## src/rtl/core/snrgc_pkg.sv

```systemverilog
`timescale 1ns / 1ps
`default_nettype none
// ----------------------------------------------------------------------------
// SNR grid centroid package
// Shared types, codes and constants of the SNR grid weighted centroid block.
// ----------------------------------------------------------------------------
package snrgc_pkg;

    localparam int GRID_SIDE_DEF = 32;
    localparam int POS_W         = 24;
    localparam int SNR_W         = 16;
    localparam int CFG_W         = 24;
    localparam int CFG_IDX_W     = 2;

    localparam logic [1:0] FUNC_STORE   = 2'd0;
    localparam logic [1:0] FUNC_CLEAR   = 2'd1;
    localparam logic [1:0] FUNC_COMPUTE = 2'd2;

    localparam logic [CFG_IDX_W-1:0] CFG_CENTER_X  = 2'd0;
    localparam logic [CFG_IDX_W-1:0] CFG_CENTER_Y  = 2'd1;
    localparam logic [CFG_IDX_W-1:0] CFG_CELL_SIZE = 2'd2;
    localparam logic [CFG_IDX_W-1:0] CFG_THRESHOLD = 2'd3;

    localparam logic [15:0] RST_CELL_SIZE = 16'd256;
    localparam logic [15:0] RST_THRESHOLD = 16'd52429;

    localparam int DIV_NW = 64;
    localparam int DIV_DW = 40;

    localparam logic [2:0] DSEL_SX   = 3'd0;
    localparam logic [2:0] DSEL_SY   = 3'd1;
    localparam logic [2:0] DSEL_CX   = 3'd2;
    localparam logic [2:0] DSEL_CY   = 3'd3;
    localparam logic [2:0] DSEL_QUAL = 3'd4;

    localparam int W_BITS    = 17;
    localparam int W_STEPS   = 17;
    localparam int MUL_STEPS = 16;

    typedef struct packed {
        logic [1:0]              func;
        logic signed [POS_W-1:0] pos_x;
        logic signed [POS_W-1:0] pos_y;
        logic [SNR_W-1:0]        snr_value;
    } in_word_t;

    typedef struct packed {
        logic                    in_map;
        logic                    found;
        logic signed [POS_W-1:0] centroid_x;
        logic signed [POS_W-1:0] centroid_y;
        logic [SNR_W-1:0]        quality;
    } out_word_t;

    typedef struct packed {
        logic       latch_in;
        logic       addr_clr;
        logic       addr_inc;
        logic       mem_clr_we;
        logic       mem_store_we;
        logic       max_clr;
        logic       max_upd;
        logic       mx2_load;
        logic       w_init;
        logic       w_step;
        logic       acc_clr;
        logic       acc_upd;
        logic       mul_init;
        logic       mul_step;
        logic       div_start;
        logic [2:0] div_sel;
        logic       out_load;
    } cmd_t;

    typedef struct packed {
        logic [1:0] func;
        logic       addr_last;
        logic       max_zero;
        logic       div_done;
    } status_t;

endpackage
`default_nettype wire

```

## src/rtl/core/snrgc_ctrl.sv

```systemverilog
`timescale 1ns / 1ps
`default_nettype none
// ----------------------------------------------------------------------------
// SNR grid centroid controller
// Sequences the grid sweeps, weight iterations and divisions for each word.
// ----------------------------------------------------------------------------
module snrgc_ctrl (
    input  wire logic                clk,
    input  wire logic                rst_n,
    input  wire logic                in_valid,
    output logic                     in_stall,
    output logic                     out_valid,
    input  wire logic                out_stall,
    input  wire snrgc_pkg::status_t  status,
    output snrgc_pkg::cmd_t          cmd
);

    localparam logic [4:0] S_INIT_CLR = 5'd0;
    localparam logic [4:0] S_IDLE     = 5'd1;
    localparam logic [4:0] S_DISP     = 5'd2;
    localparam logic [4:0] S_SXW      = 5'd3;
    localparam logic [4:0] S_SYW      = 5'd4;
    localparam logic [4:0] S_SWR      = 5'd5;
    localparam logic [4:0] S_CLR      = 5'd6;
    localparam logic [4:0] S_MAX_RD   = 5'd7;
    localparam logic [4:0] S_MAX_CMP  = 5'd8;
    localparam logic [4:0] S_MX2      = 5'd9;
    localparam logic [4:0] S_W_RD     = 5'd10;
    localparam logic [4:0] S_W_LD     = 5'd11;
    localparam logic [4:0] S_W_IT     = 5'd12;
    localparam logic [4:0] S_W_ACC    = 5'd13;
    localparam logic [4:0] S_MUL_INIT = 5'd14;
    localparam logic [4:0] S_MUL      = 5'd15;
    localparam logic [4:0] S_CXS      = 5'd16;
    localparam logic [4:0] S_CXW      = 5'd17;
    localparam logic [4:0] S_CYW      = 5'd18;
    localparam logic [4:0] S_QW       = 5'd19;
    localparam logic [4:0] S_DONE     = 5'd20;

    localparam int ITW = 5;

    logic [4:0]     state_reg;
    logic [4:0]     state_next;
    logic [ITW-1:0] iter_reg;
    logic [ITW-1:0] iter_next;
    logic           out_valid_reg;
    logic           out_valid_next;

    always_comb
    begin
        state_next = state_reg;
        iter_next  = iter_reg;
        cmd        = '0;
        cmd.div_sel = snrgc_pkg::DSEL_SX;
        unique case (state_reg)
            S_INIT_CLR, S_CLR:
            begin
                cmd.mem_clr_we = 1'b1;
                cmd.addr_inc   = 1'b1;
                if (status.addr_last)
                    state_next = (state_reg == S_CLR) ? S_DONE : S_IDLE;
            end
            S_IDLE:
            begin
                if (in_valid)
                begin
                    cmd.latch_in = 1'b1;
                    cmd.addr_clr = 1'b1;
                    state_next   = S_DISP;
                end
            end
            S_DISP:
            begin
                unique case (status.func)
                    snrgc_pkg::FUNC_STORE:
                    begin
                        cmd.div_start = 1'b1;
                        cmd.div_sel   = snrgc_pkg::DSEL_SX;
                        state_next    = S_SXW;
                    end
                    snrgc_pkg::FUNC_CLEAR:   state_next = S_CLR;
                    snrgc_pkg::FUNC_COMPUTE:
                    begin
                        cmd.max_clr = 1'b1;
                        state_next  = S_MAX_RD;
                    end
                    default:                 state_next = S_DONE;
                endcase
            end
            S_SXW:
            begin
                if (status.div_done)
                begin
                    cmd.div_start = 1'b1;
                    cmd.div_sel   = snrgc_pkg::DSEL_SY;
                    state_next    = S_SYW;
                end
            end
            S_SYW:
            begin
                if (status.div_done)
                    state_next = S_SWR;
            end
            S_SWR:
            begin
                cmd.mem_store_we = 1'b1;
                state_next       = S_DONE;
            end
            S_MAX_RD:
            begin
                state_next = S_MAX_CMP;
            end
            S_MAX_CMP:
            begin
                cmd.max_upd  = 1'b1;
                cmd.addr_inc = 1'b1;
                state_next   = status.addr_last ? S_MX2 : S_MAX_RD;
            end
            S_MX2:
            begin
                if (status.max_zero)
                begin
                    state_next = S_DONE;
                end
                else
                begin
                    cmd.mx2_load = 1'b1;
                    cmd.acc_clr  = 1'b1;
                    cmd.addr_clr = 1'b1;
                    state_next   = S_W_RD;
                end
            end
            S_W_RD:
            begin
                state_next = S_W_LD;
            end
            S_W_LD:
            begin
                cmd.w_init = 1'b1;
                iter_next  = '0;
                state_next = S_W_IT;
            end
            S_W_IT:
            begin
                cmd.w_step = 1'b1;
                iter_next  = iter_reg + 1'b1;
                if (iter_reg == ITW'(snrgc_pkg::W_STEPS - 1))
                    state_next = S_W_ACC;
            end
            S_W_ACC:
            begin
                cmd.acc_upd  = 1'b1;
                cmd.addr_inc = 1'b1;
                state_next   = status.addr_last ? S_MUL_INIT : S_W_RD;
            end
            S_MUL_INIT:
            begin
                cmd.mul_init = 1'b1;
                iter_next    = '0;
                state_next   = S_MUL;
            end
            S_MUL:
            begin
                cmd.mul_step = 1'b1;
                iter_next    = iter_reg + 1'b1;
                if (iter_reg == ITW'(snrgc_pkg::MUL_STEPS - 1))
                    state_next = S_CXS;
            end
            S_CXS:
            begin
                cmd.div_start = 1'b1;
                cmd.div_sel   = snrgc_pkg::DSEL_CX;
                state_next    = S_CXW;
            end
            S_CXW:
            begin
                if (status.div_done)
                begin
                    cmd.div_start = 1'b1;
                    cmd.div_sel   = snrgc_pkg::DSEL_CY;
                    state_next    = S_CYW;
                end
            end
            S_CYW:
            begin
                if (status.div_done)
                begin
                    cmd.div_start = 1'b1;
                    cmd.div_sel   = snrgc_pkg::DSEL_QUAL;
                    state_next    = S_QW;
                end
            end
            S_QW:
            begin
                if (status.div_done)
                    state_next = S_DONE;
            end
            S_DONE:
            begin
                if (!out_valid_reg || !out_stall)
                begin
                    cmd.out_load = 1'b1;
                    state_next   = S_IDLE;
                end
            end
            default:
            begin
                state_next = S_IDLE;
            end
        endcase
    end

    assign out_valid_next = cmd.out_load || (out_valid_reg && out_stall);

    always_ff @(posedge clk or negedge rst_n)
    begin
        if (!rst_n)
        begin
            state_reg     <= S_INIT_CLR;
            iter_reg      <= '0;
            out_valid_reg <= 1'b0;
        end
        else
        begin
            state_reg     <= state_next;
            iter_reg      <= iter_next;
            out_valid_reg <= out_valid_next;
        end
    end

    assign in_stall  = state_reg != S_IDLE;
    assign out_valid = out_valid_reg;

endmodule
`default_nettype wire

```

## config.mk

```make
export PLATFORM = sky130hd
export DESIGN_NAME = snrgc_ctrl
export DESIGN_NICKNAME = d
export VERILOG_FILES = /design/src/rtl/core/snrgc_pkg.sv /design/src/rtl/core/snrgc_ctrl.sv
export SDC_FILE = /design/constraint.sdc
export NUM_CORES = 1
export LEC_CHECK = 0
export BUFFER_PORTS_ARGS = -buffer_cell sky130_fd_sc_hd__clkbuf_2
export CAP_MARGIN = 5
export CORE_ASPECT_RATIO = 1.5
export CORE_MARGIN = 8
export CORE_UTILIZATION = 45
export CTS_CLUSTER_DIAMETER = 40
export CTS_CLUSTER_SIZE = 16
export DETAILED_ROUTE_END_ITERATION = 10
export PLACE_DENSITY = 0.7
export SLEW_MARGIN = 20
export SYNTH_ARGS = -nofsm -noshare
export SYNTH_HDL_FRONTEND = slang
export SYNTH_SLANG_ARGS = --single-unit
export TNS_END_PERCENT = 20
```

## constraint.sdc

```tcl
create_clock -name clk -period 2.45 [get_ports clk]
set_clock_uncertainty 0.15 [all_clocks]
set_input_delay 0.245 -clock clk [delete_from_list [all_inputs] [get_ports clk]]
set_output_delay 0.245 -clock clk [all_outputs]
set_load 0.05 [all_outputs]
```

Yosys cells after proc, flatten, opt, wreduce, memory -nomap -nowiden

Index checks and enable logic that the tools add are counted.

Output and inout port bits: 21
ROM bits: 0
Bits of input ports: 9
Memories: 0
Bits in latches: 0
RAM bits: 0
Word-level logic and storage cells: 92
Register bits: 11

Divide/modulo/power cells: 0
Add/sub/neg operators: 1
Bitwise logic cells: 0
Shift operators: 0
Equality and inequality tests: 35
Muxes and demuxes: 40
Reductions and logical operators: 13
Multiply operators: 0
Magnitude comparators: 0

Operator list:

| kind                                                  | number |
|---|---|
| one-hot mux 5 bit (20 select lines)                   | 1 |
| 2-to-1 mux 5 bit                                      | 12 |
| == test 5 x 4 -> 1 bit, second input constant         | 9 |
| == test 5 bit, second input constant                  | 6 |
| == test 5 x 3 -> 1 bit, second input constant         | 4 |
| 2-to-1 mux 4 bit                                      | 5 |
| inequality test 2 bit, second input constant          | 10 |
| one-hot mux 4 bit (5 select lines)                    | 1 |
| 2-to-1 mux 1 bit                                      | 16 |
| one-hot mux 5 bit (3 select lines)                    | 1 |
| == test 5 x 2 -> 1 bit, second input constant         | 2 |
| one-hot mux 5 bit (2 select lines)                    | 1 |
| AND reduction 10 bit                                  | 1 |
| OR reduction 2 bit                                    | 3 |
| adder 5 x 1 -> 5 bit, second input constant           | 1 |
| == test 5 x 1 -> 1 bit, second input constant         | 1 |
| zero test 5 bit                                       | 1 |
| inequality test 5 x 1 -> 1 bit, second input constant | 1 |
| OR reduction 4 bit                                    | 1 |
| 2-to-1 mux 3 bit                                      | 1 |
| == test 2 x 1 -> 1 bit, second input constant         | 1 |
| == test 2 bit, second input constant                  | 1 |
| zero test 1 bit                                       | 2 |
| zero test 2 bit                                       | 1 |
| other kinds (5)                                       | 6 |

Longest topological paths before layout

Gate-level depths: netlist of the first run.

Depth after elaboration: 5
Gate-level depth with buffers: 7
Gate-level depth less buffers: 7

Worst setup path after synthesis of the first run

OpenSTA, ideal clock, no wires.

Path type: register to output
Start point: register state_reg[4]
End point: output port cmd[17] in the netlist's numbering
Data arrival time: 2.958 ns
Path slack: -0.903 ns
Buffers on the path: 1
Cell stages (with the launch flop): 5
Required time: 2.055 ns
Path through: dfrtp_1 buf_6 nand2b_1 nor4_1 or2_2

RTL lines:

| what                     | RTL line          | source |
|---|---|---|
| start: declaration       | snrgc_ctrl.sv:42  | `logic [4:0] state_reg;` |
| start signal: assignment | snrgc_ctrl.sv:225 | `state_reg <= state_next;` |
| end: declaration         | snrgc_ctrl.sv:15  | `output snrgc_pkg::cmd_t cmd` |

==> results_dict.tcl, run 1 <==
set metrics [dict create \
    yosys-top-cells-area "dfrtp_1 (25%), nor2_1 (7.4%), o21ai_0 (4.9%)" \
    grt_pass1_wl_um 5320 \
    r2r_start "iter_reg[0]" \
    path_clk_slew_ns 0.07 \
    groute.usage.overall_pct 14.2 \
    required_ns 2.06 \
    seq_area_frac_synth_pct 24.7 \
    clk_latency_ns 0.26 \
    ff2ff_path_depth 7 \
    synth_edf_count 0 \
    io_pins 30 \
    synth.distinct_cells 45 \
    reg2reg_to "state_reg[2]" \
    coreArea_um2 2390 \
    grt_pass1_vias 1177 \
    vias_per_cell 5.80 \
    dieHeight_um 76.9 \
    synth.top_cell.area_share_pct 24.7 \
    syn_avg_cell_area_um2 7.72 \
    cts_root_buf "clkbuf_4" \
    cts_buffers 3 \
    design_area_um2 1330 \
    synth_common_cells "nor2_1 (22), nand2_1 (12), dfrtp_1 (11), o21ai_0 (11)" \
    ys_seq_elements 11 \
    grt_max_degree 16 \
    slew_viol_final 0 \
    h-tree-depth 1 \
    die_area_um2 4350 \
    initial_core_util_pct 46.4 \
    nets 186 \
    slew_headroom_pct 71.4 \
    syn2layout_area_growth_pct 19.3 \
    finalWirelength_um 3110 \
    clock_sinks 11 \
    hold_viol 0 \
    drive_above_1_share_pct 31.2 \
    worstSetupEndpointType "primary output" \
    drt_first_pass_iters 4 \
    finalCritPeriodShare_pct 95.1 \
    drt_iter0_drc 51 \
    dp_hpwl_um 2480 \
    hp-start "out_stall" \
    synth.most_common_cell "nor2_1" \
    async_flop_share_pct 100 \
    peakVddDrop_mv 0.570 \
    run_status "finished, final reports clean" \
    timing.critical_path.from "state_reg[2]" \
    synth_area_um2 1110 \
    yosysWarnings 0 \
    tightest_slew_ns 0.426 \
    yosys.area.top_type "dfrtp_1" \
    hold_class "input pin to flip-flop" \
    antenna_violating_nets_post_route 0 \
    cts_tree "yes" \
    fin_crit_ns 2.33 \
    fmax_ghz 0.429 \
    total_power_mw 1.88 \
    synth-main-ff-cell "dfrtp_1" \
    cp.arrival_ns 1.94 \
    rsz0062_at_grt "false" \
    routabilityCongestion 0.919 \
    regToRegSetupSlack_ns 0.21 \
    syn_nets 156 \
    p_per_area_nw_per_um2 1420 \
    diodes 0 \
    overflow 0 \
    p_leak_nw 0.604 \
    synth_cells 144 \
    place_area_um2 1280 \
    antenna_found_initial 0 \
    fin_util_pct 55.4 \
    drcViolationCount 0 \
    wl_per_cell_um 15.8 \
    startpoint_type "flip-flop" \
    row_count 22 \
    clock_path_buffers 2 \
    dieWidth_um 56.6 \
    drv_cap 0 \
    dp_slack_ns 0.208 \
    final_cells 197 \
    setup_viol 0 \
    worstPathMaxFanout 14 \
    worstSetupPathType "flip-flop to primary output" \
    portBuffers 29 \
    vias 1143 \
    placed_cells 192 \
    crit_end "cmd[0]" \
    worst_slack_ns 0.119 \
]
what timing repair did:
action	CTS	global route
resized for setup	1	2
buffers inserted	0	0
setup endpoints to repair	1	4
hold endpoints to repair	11	0
hold buffers	1	0
cloned	0	0
routing by layer:
metal,vias up,global-route usage [%],part of all wire [%]
li1,571,-,-
met1,532,15.2,40
met2,32,25.0,53
met3,8,3.13,5.2
met4,0,7.00,2.0
met5,-,0,0
cell type report:
type	count	area, um2
Fill cell	235	1070
Multi-Input combinational cell	114	763
Sequential cell	11	278
Timing Repair Buffer	36	200
Inverter	8	30.0
Tap cell	24	30.0
Clock buffer	4	26.3
worst max-delay path, stage by stage, from the launching register on:
cell	delay (ns)
dfrtp_1	0.47
buf_4	0.25
nand2b_1	0.15
or3_4	0.38
a21oi_1	0.13
clkbuf_2	0.29
kinds of logic (layout without fill, tap and decap cells):
| group | Yosys count | in the layout | share of synthesized area [%] |
|---|---|---|---|
| AND/OR/NAND/NOR | 67 | 67 | 32.2 |
| XOR/XNOR | 2 | 2 | 1.58 |
| flip-flops | 11 | 11 | 24.7 |
| adder cells (fa/ha/maj) | 4 | 4 | 4.39 |
| multiplexers | 4 | 4 | 4.05 |
| AO/OA/AOI/OAI | 37 | 37 | 24.5 |
| buffers and inverters | 19 | 48 | 8.55 |
worst min path at each step:
stage,end,slack (ns),depth (start not counted)
finish,out_valid,0.12,3
global route,out_valid,0.14,3
CTS,out_valid,0.12,3
detailed placement,state_reg[1],-0.007,1
global placement,state_reg[4],-0.01,1
floorplan,iter_reg[0],-0.20,0
cell usage in the layout, fill, tap and decap left out, types with 3 or more instances in the layout:
| master | count |
|---|---|
| clkbuf_2 | 29 |
| a21oi_1 | 8 |
| buf_4 | 6 |
| clkbuf_4 | 3 |
| nor3_1 | 6 |
| nand2b_1 | 7 |
| and3_1 | 4 |
| dfrtp_1 | 9 |
| nand3b_1 | 4 |
| ha_1 | 3 |
| nand2_1 | 12 |
| nor2_1 | 22 |
| mux2_2 | 4 |
| o21ai_0 | 11 |
| inv_1 | 8 |
where the power goes:
part / leakage, nW / internal, mW / total [mW] / switching (mW)
clock: 0.0150 / 0.0630 / 0.122 / 0.0587
combinational: 0.445 / 0.509 / 1.39 / 0.880
sequential: 0.143 / 0.247 / 0.370 / 0.124
per-stage QoR:
stage,hold WS [ns],TNS [ns]
finish,0.121,0
global route,0.137,0
CTS,0.116,0
detailed placement,-0.00660,0
global placement,-0.0144,0
floorplan,-0.201,-0.537
Power figures use the tool's default switching activity.
==> inputs of run 2 (changes only) <==
- CORE_UTILIZATION: 45 -> 35
- PLACE_DENSITY: 0.7 -> unset
==> run 2 against run 1 <==
Die area grew 21%. Routed wire length increased by 10%. Cell count rose by 8.6%. Worst hold slack improved by 0.062 ns. First-iteration DRC count down 24%. Maximum frequency decreased by 1.5%.
==> results_dict.tcl, run 2 (same netlist as run 1, synthesis figures left out) <==
set metrics [dict create \
    run_status "finished, final reports clean" \
    path_depth 5 \
    grt_pass1_wl_um 5730 \
    fmax_ghz 0.423 \
    regToRegSetupSlack_ns 0.22 \
    busiest_layer "met2" \
    initial_core_util_pct 35.9 \
    cp.arrival_ns 1.97 \
    grtUsageMet3_pct 2.87 \
    crit_chain "nand2b_1, nand3b_1, nor2_1, or2_2, clkbuf_2" \
    met1_usage_pct 15.0 \
    grt_max_degree 20 \
    crit_buf_inv 1 \
    fin_crit_ns 2.37 \
    path_clk_slew_ns 0.04 \
    dieWidth_um 62.0 \
    drcViolationCount 0 \
    timing.critical_path.from "state_reg[1]" \
    slowest_delay_ns 0.56 \
    worstPathMaxFanout 13 \
    io_pins 30 \
    drive_above_1_share_pct 31.6 \
    final_common_cell "clkbuf_2" \
    hold_viol 0 \
    crit_end "cmd[17]" \
    worstSetupPathType "flip-flop to primary output" \
    slew_headroom_pct 72.3 \
    coreArea_um2 3100 \
    groute.usage.overall_pct 13.9 \
    syn2layout_area_growth_pct 24.1 \
    diodes 0 \
    h-tree-depth 1 \
    fin_util_pct 44.6 \
    setup_viol 0 \
    grt_pass1_vias 1220 \
    cts_buffers 3 \
    clock_sinks 11 \
    startpoint_type "flip-flop" \
    finalCritPeriodShare_pct 96.6 \
    die_area_um2 5280 \
    tightest_slew_ns 0.412 \
    cts_root_buf "clkbuf_8" \
    clk_latency_ns 0.24 \
    vias_per_cell 5.53 \
    required_ns 2.06 \
    reg2reg_to "state_reg[4]" \
    routabilityCongestion 0.900 \
    finalWirelength_um 3440 \
    gr-usage-met2_pct 24.0 \
    clock_path_buffers 2 \
    cts_setup_buffers 0 \
    dieHeight_um 85.0 \
    p_per_area_nw_per_um2 1430 \
    nets 187 \
    drv_cap 0 \
    dp_hpwl_um 2750 \
    antenna_violating_nets_post_route 0 \
    crit_slowest_cell "dfrtp_1" \
    row_count 25 \
    drt_first_pass_iters 4 \
    wl_per_cell_um 16.1 \
    hp-start "out_stall" \
    worstSetupEndpointType "primary output" \
    antenna_found_initial 0 \
    hold_class "input pin to flip-flop" \
    vias 1184 \
    cts_tree "yes" \
    r2r_start "state_reg[1]" \
    overflow 0 \
    cp_top_family "simple AND/OR/NAND/NOR gates" \
    p_leak_nw 0.619 \
    ff2ff_path_depth 5 \
    slew_viol_final 0 \
    portBuffers 29 \
    final_cell_mix "clkbuf_2 (28), nor2_1 (22), nand2_1 (12), o21ai_0 (11), dfrtp_1 (10)" \
    peakVddDrop_mv 0.560 \
    drt_iter0_drc 39 \
    total_power_mw 1.97 \
]
## run 2: cell count changes in the layout (fill, tap and decap cells not counted), sizes merged
cell,delta
buf,+1
## run 2: what timing repair did
item                                    4_1_cts  5_1_grt
endpoints found under the hold margin        11        0
hold buffers                                  1        0
endpoints found under the setup margin        0        4
gates resized for setup                       0        5
## run 2: worst min-delay path by stage
stage	endpoint	slack, ns	cells past startpoint
after CTS	out_valid	0.17	3
after global routing	out_valid	0.21	3
final	out_valid	0.18	3
after detailed placement	iter_reg[0]	-0.01	1
after global placement	iter_reg[0]	-0.02	1
after floorplan	iter_reg[0]	-0.20	0
## run 2: final cells by class
class,instances,area [um2]
timing repair buffer,37,210
inverter,8,30.0
clock buffer,4,45.0
sequential,11,277
tap,40,50.0
multi-input combinational,114,768
fill,313,1720
## run 2: worst min-delay path: stages
cell and delay [ns]:
clkbuf_2 0.09, nand2_1 0.09, nand2_1 0.10
## run 2: through the flow
stage	cell area, um2	cells	TNS, ns	worst slack (ns)	hold WS, ns
floorplan	1120	144	-0.537	-0.426	-0.201
global placement	1310	209	0	0.337	-0.0189
detailed placement	1310	209	0	0.281	-0.00977
CTS	1360	214	0	0.0510	0.171
global route	1380	214	-0.00817	-0.00817	0.214
finish	1380	214	0	0.0841	0.183
## run 2: report_power, final
group          total (mW)  leakage (nW)  switching (mW)  internal (mW)
Sequential          0.374         0.145           0.128          0.246
Combinational        1.42         0.452           0.907          0.511
Clock               0.182        0.0228          0.0674          0.114
## run 2: per-layer routing
layer | share of wire, % | routed length [um] | vias up
met2 | 53 | 1810 | 32
li1 | - | - | 568
met1 | 39 | 1340 | 575
met3 | 5.5 | 190 | 9
met5 | 0 | 0 | -
met4 | 2.8 | 96 | 0
==> inputs of run 3 (changes only) <==
--- a/config.mk
+++ b/config.mk
@@ -15,3 +15,2 @@
 export DETAILED_ROUTE_END_ITERATION = 10
-export SLEW_MARGIN = 20
 export SYNTH_ARGS = -nofsm -noshare
==> constraint.sdc (replaced) <==
create_clock -name clk -period 2.45 [get_ports clk]
set_clock_uncertainty 0.15 [all_clocks]
set_input_delay 0.49 -clock clk [delete_from_list [all_inputs] [get_ports clk]]
set_output_delay 0.49 -clock clk [all_outputs]
set_load 0.05 [all_outputs]
==> run 3 against run 2 <==
Die area stayed put. Routed wire length shrank 4.8%. Maximum frequency is 1.3% lower. Worst hold slack gained 0.17 ns. Largest cell class unchanged. Register-to-register slack got worse by 0.04 ns. Clock-buffer cell count unchanged. Critical endpoint unchanged. Sequential share of layout area shrank 0.78 points. Critical path depth fell by 1. Combinational power is 7% higher. Cell count rose by 2.8%. Power rose by 4.6%. Global-route usage down 0.48 points. Largest power group unchanged.
==> results_dict.tcl, run 3 (same netlist as run 1, synthesis figures left out) <==
set metrics [dict create \
    final_cell_mix "clkbuf_2 (26), nor2_1 (21), buf_4 (14), nand2_1 (12), o21ai_0 (11)" \
    final_cells 220 \
    drt_first_pass_iters 4 \
    worstSetupEndpointType "primary output" \
    rsz0062_at_grt "true" \
    drive_above_1_share_pct 35.6 \
    crit_buf_inv 1 \
    drcViolationCount 0 \
    drv_cap 0 \
    die_area_um2 5280 \
    place_area_um2 1370 \
    hp-start "iter_reg[4]" \
    p_leak_nw 0.648 \
    required_ns 1.81 \
    setup_viol 0 \
    fin_util_pct 46.6 \
    worstPathMaxFanout 9 \
    grt_pass1_vias 1226 \
    startpoint_type "flip-flop" \
    dp_slack_ns 0.158 \
    slew_headroom_pct 71.8 \
    fin_crit_ns 2.40 \
    antenna_found_initial 0 \
    vias_per_cell 5.35 \
    syn2layout_area_growth_pct 29.7 \
    grt_max_degree 15 \
    path_clk_slew_ns 0.05 \
    total_power_mw 2.06 \
    dp_hpwl_um 2700 \
    p_per_area_nw_per_um2 1430 \
    tightest_slew_ns 0.423 \
    dieWidth_um 62.0 \
    timing.critical_path.from "state_reg[4]" \
    hold_viol 0 \
    cts_root_buf "clkbuf_8" \
    fmax_ghz 0.417 \
    nets 193 \
    overflow 0 \
    vias 1178 \
    crit_chain "nand2b_1, nor4_4, or2_4, buf_2" \
    final_common_cell "clkbuf_2" \
    cts_tree "yes" \
    clk_latency_ns 0.23 \
    cts_buffers 3 \
    routabilityCongestion 0.910 \
    worst_slack_ns 0.0521 \
    h-tree-depth 1 \
    whs_ns 0.352 \
    fillerInstances 315 \
    diodes 0 \
    portBuffers 29 \
    drt_iter0_drc 51 \
    finalWirelength_um 3270 \
    antenna_violating_nets_post_route 0 \
    design_area_um2 1440 \
    cp_top_family "simple AND/OR/NAND/NOR gates" \
    crit_slowest_cell "dfrtp_1" \
    finalCritPeriodShare_pct 97.9 \
    placed_cells 214 \
    p_seq_share_pct 17.8 \
    internal_power_uw 954 \
    run_status "finished, final reports clean" \
    io_pins 30 \
    row_count 25 \
    groute.usage.overall_pct 13.4 \
    peakVddDrop_mv 0.702 \
    worstSetupPathType "flip-flop to primary output" \
    wl_per_cell_um 14.9 \
    grt_pass1_wl_um 5620 \
    dieHeight_um 85.0 \
    cp.arrival_ns 1.76 \
    initial_core_util_pct 35.9 \
    p_switching_mw 1.11 \
    hold_class "flip-flop to flip-flop" \
    r2r_start "state_reg[1]" \
    slowest_delay_ns 0.47 \
    clock_path_buffers 2 \
    slew_viol_final 0 \
    comb_power_share_pct 73.6 \
    clkPwrFrac_pct 8.5 \
    clock_sinks 11 \
    tns_ns 0 \
    coreArea_um2 3100 \
    switching_share_pct 53.8 \
]
## run 3: worst reg2reg max path, stage by stage (launching register included)
cell       delay (ns)
dfrtp_1          0.43
buf_4            0.21
maj3_2           0.32
o21ai_2          0.11
nor3_1           0.07
a2111oi_4        0.47
mux2_2           0.39
## run 3: worst paths after layout
path / endpoint / slack (ns) / cells past startpoint
min reg2reg: iter_reg[4] / 0.35 / 2
max reg2reg: state_reg[2] / 0.18 / 6
min: iter_reg[4] / 0.35 / 2
min in group asynchronous: iter_reg[4] / 0.51 / 2
max in group asynchronous: state_reg[2] / 1.40 / 2
max: cmd[17] / 0.05 / 4
## run 3: final cells by class
type                            instances  area [um2]  share of cell area (%)
Timing Repair Buffer                   43         255                    17.7
Tap cell                               40        50.0                    3.47
Multi-Input combinational cell        114         785                    54.4
Clock buffer                            4        45.0                    3.12
Inverter                                8        30.0                    2.08
Sequential cell                        11         278                    19.3
## run 3: power by group through the flow
stage	Combinational (mW)	Sequential (mW)	Clock [mW]
floorplan	1.20	0.302	0
global placement	1.49	0.362	0
detailed placement	1.50	0.363	0
CTS	1.51	0.365	0.183
global route	1.65	0.381	0.192
finish	1.52	0.369	0.176
## run 3: metal layers
layer / vias to the layer above / routed length (um) / GRT usage [%]
li1: 580 / - / -
met1: 562 / 1240 / 14.3
met2: 30 / 1780 / 24.0
met3: 6 / 195 / 1.82
met4: 0 / 55 / 6.46
met5: - / 0 / 0
## run 3: timing repair
item	4_1_cts	5_1_grt
buffers inserted	0	1
setup endpoints to repair	1	6
endpoints found under the hold margin	11	0
hold buffers	1	0
resized for setup	2	6
pin swaps	0	2
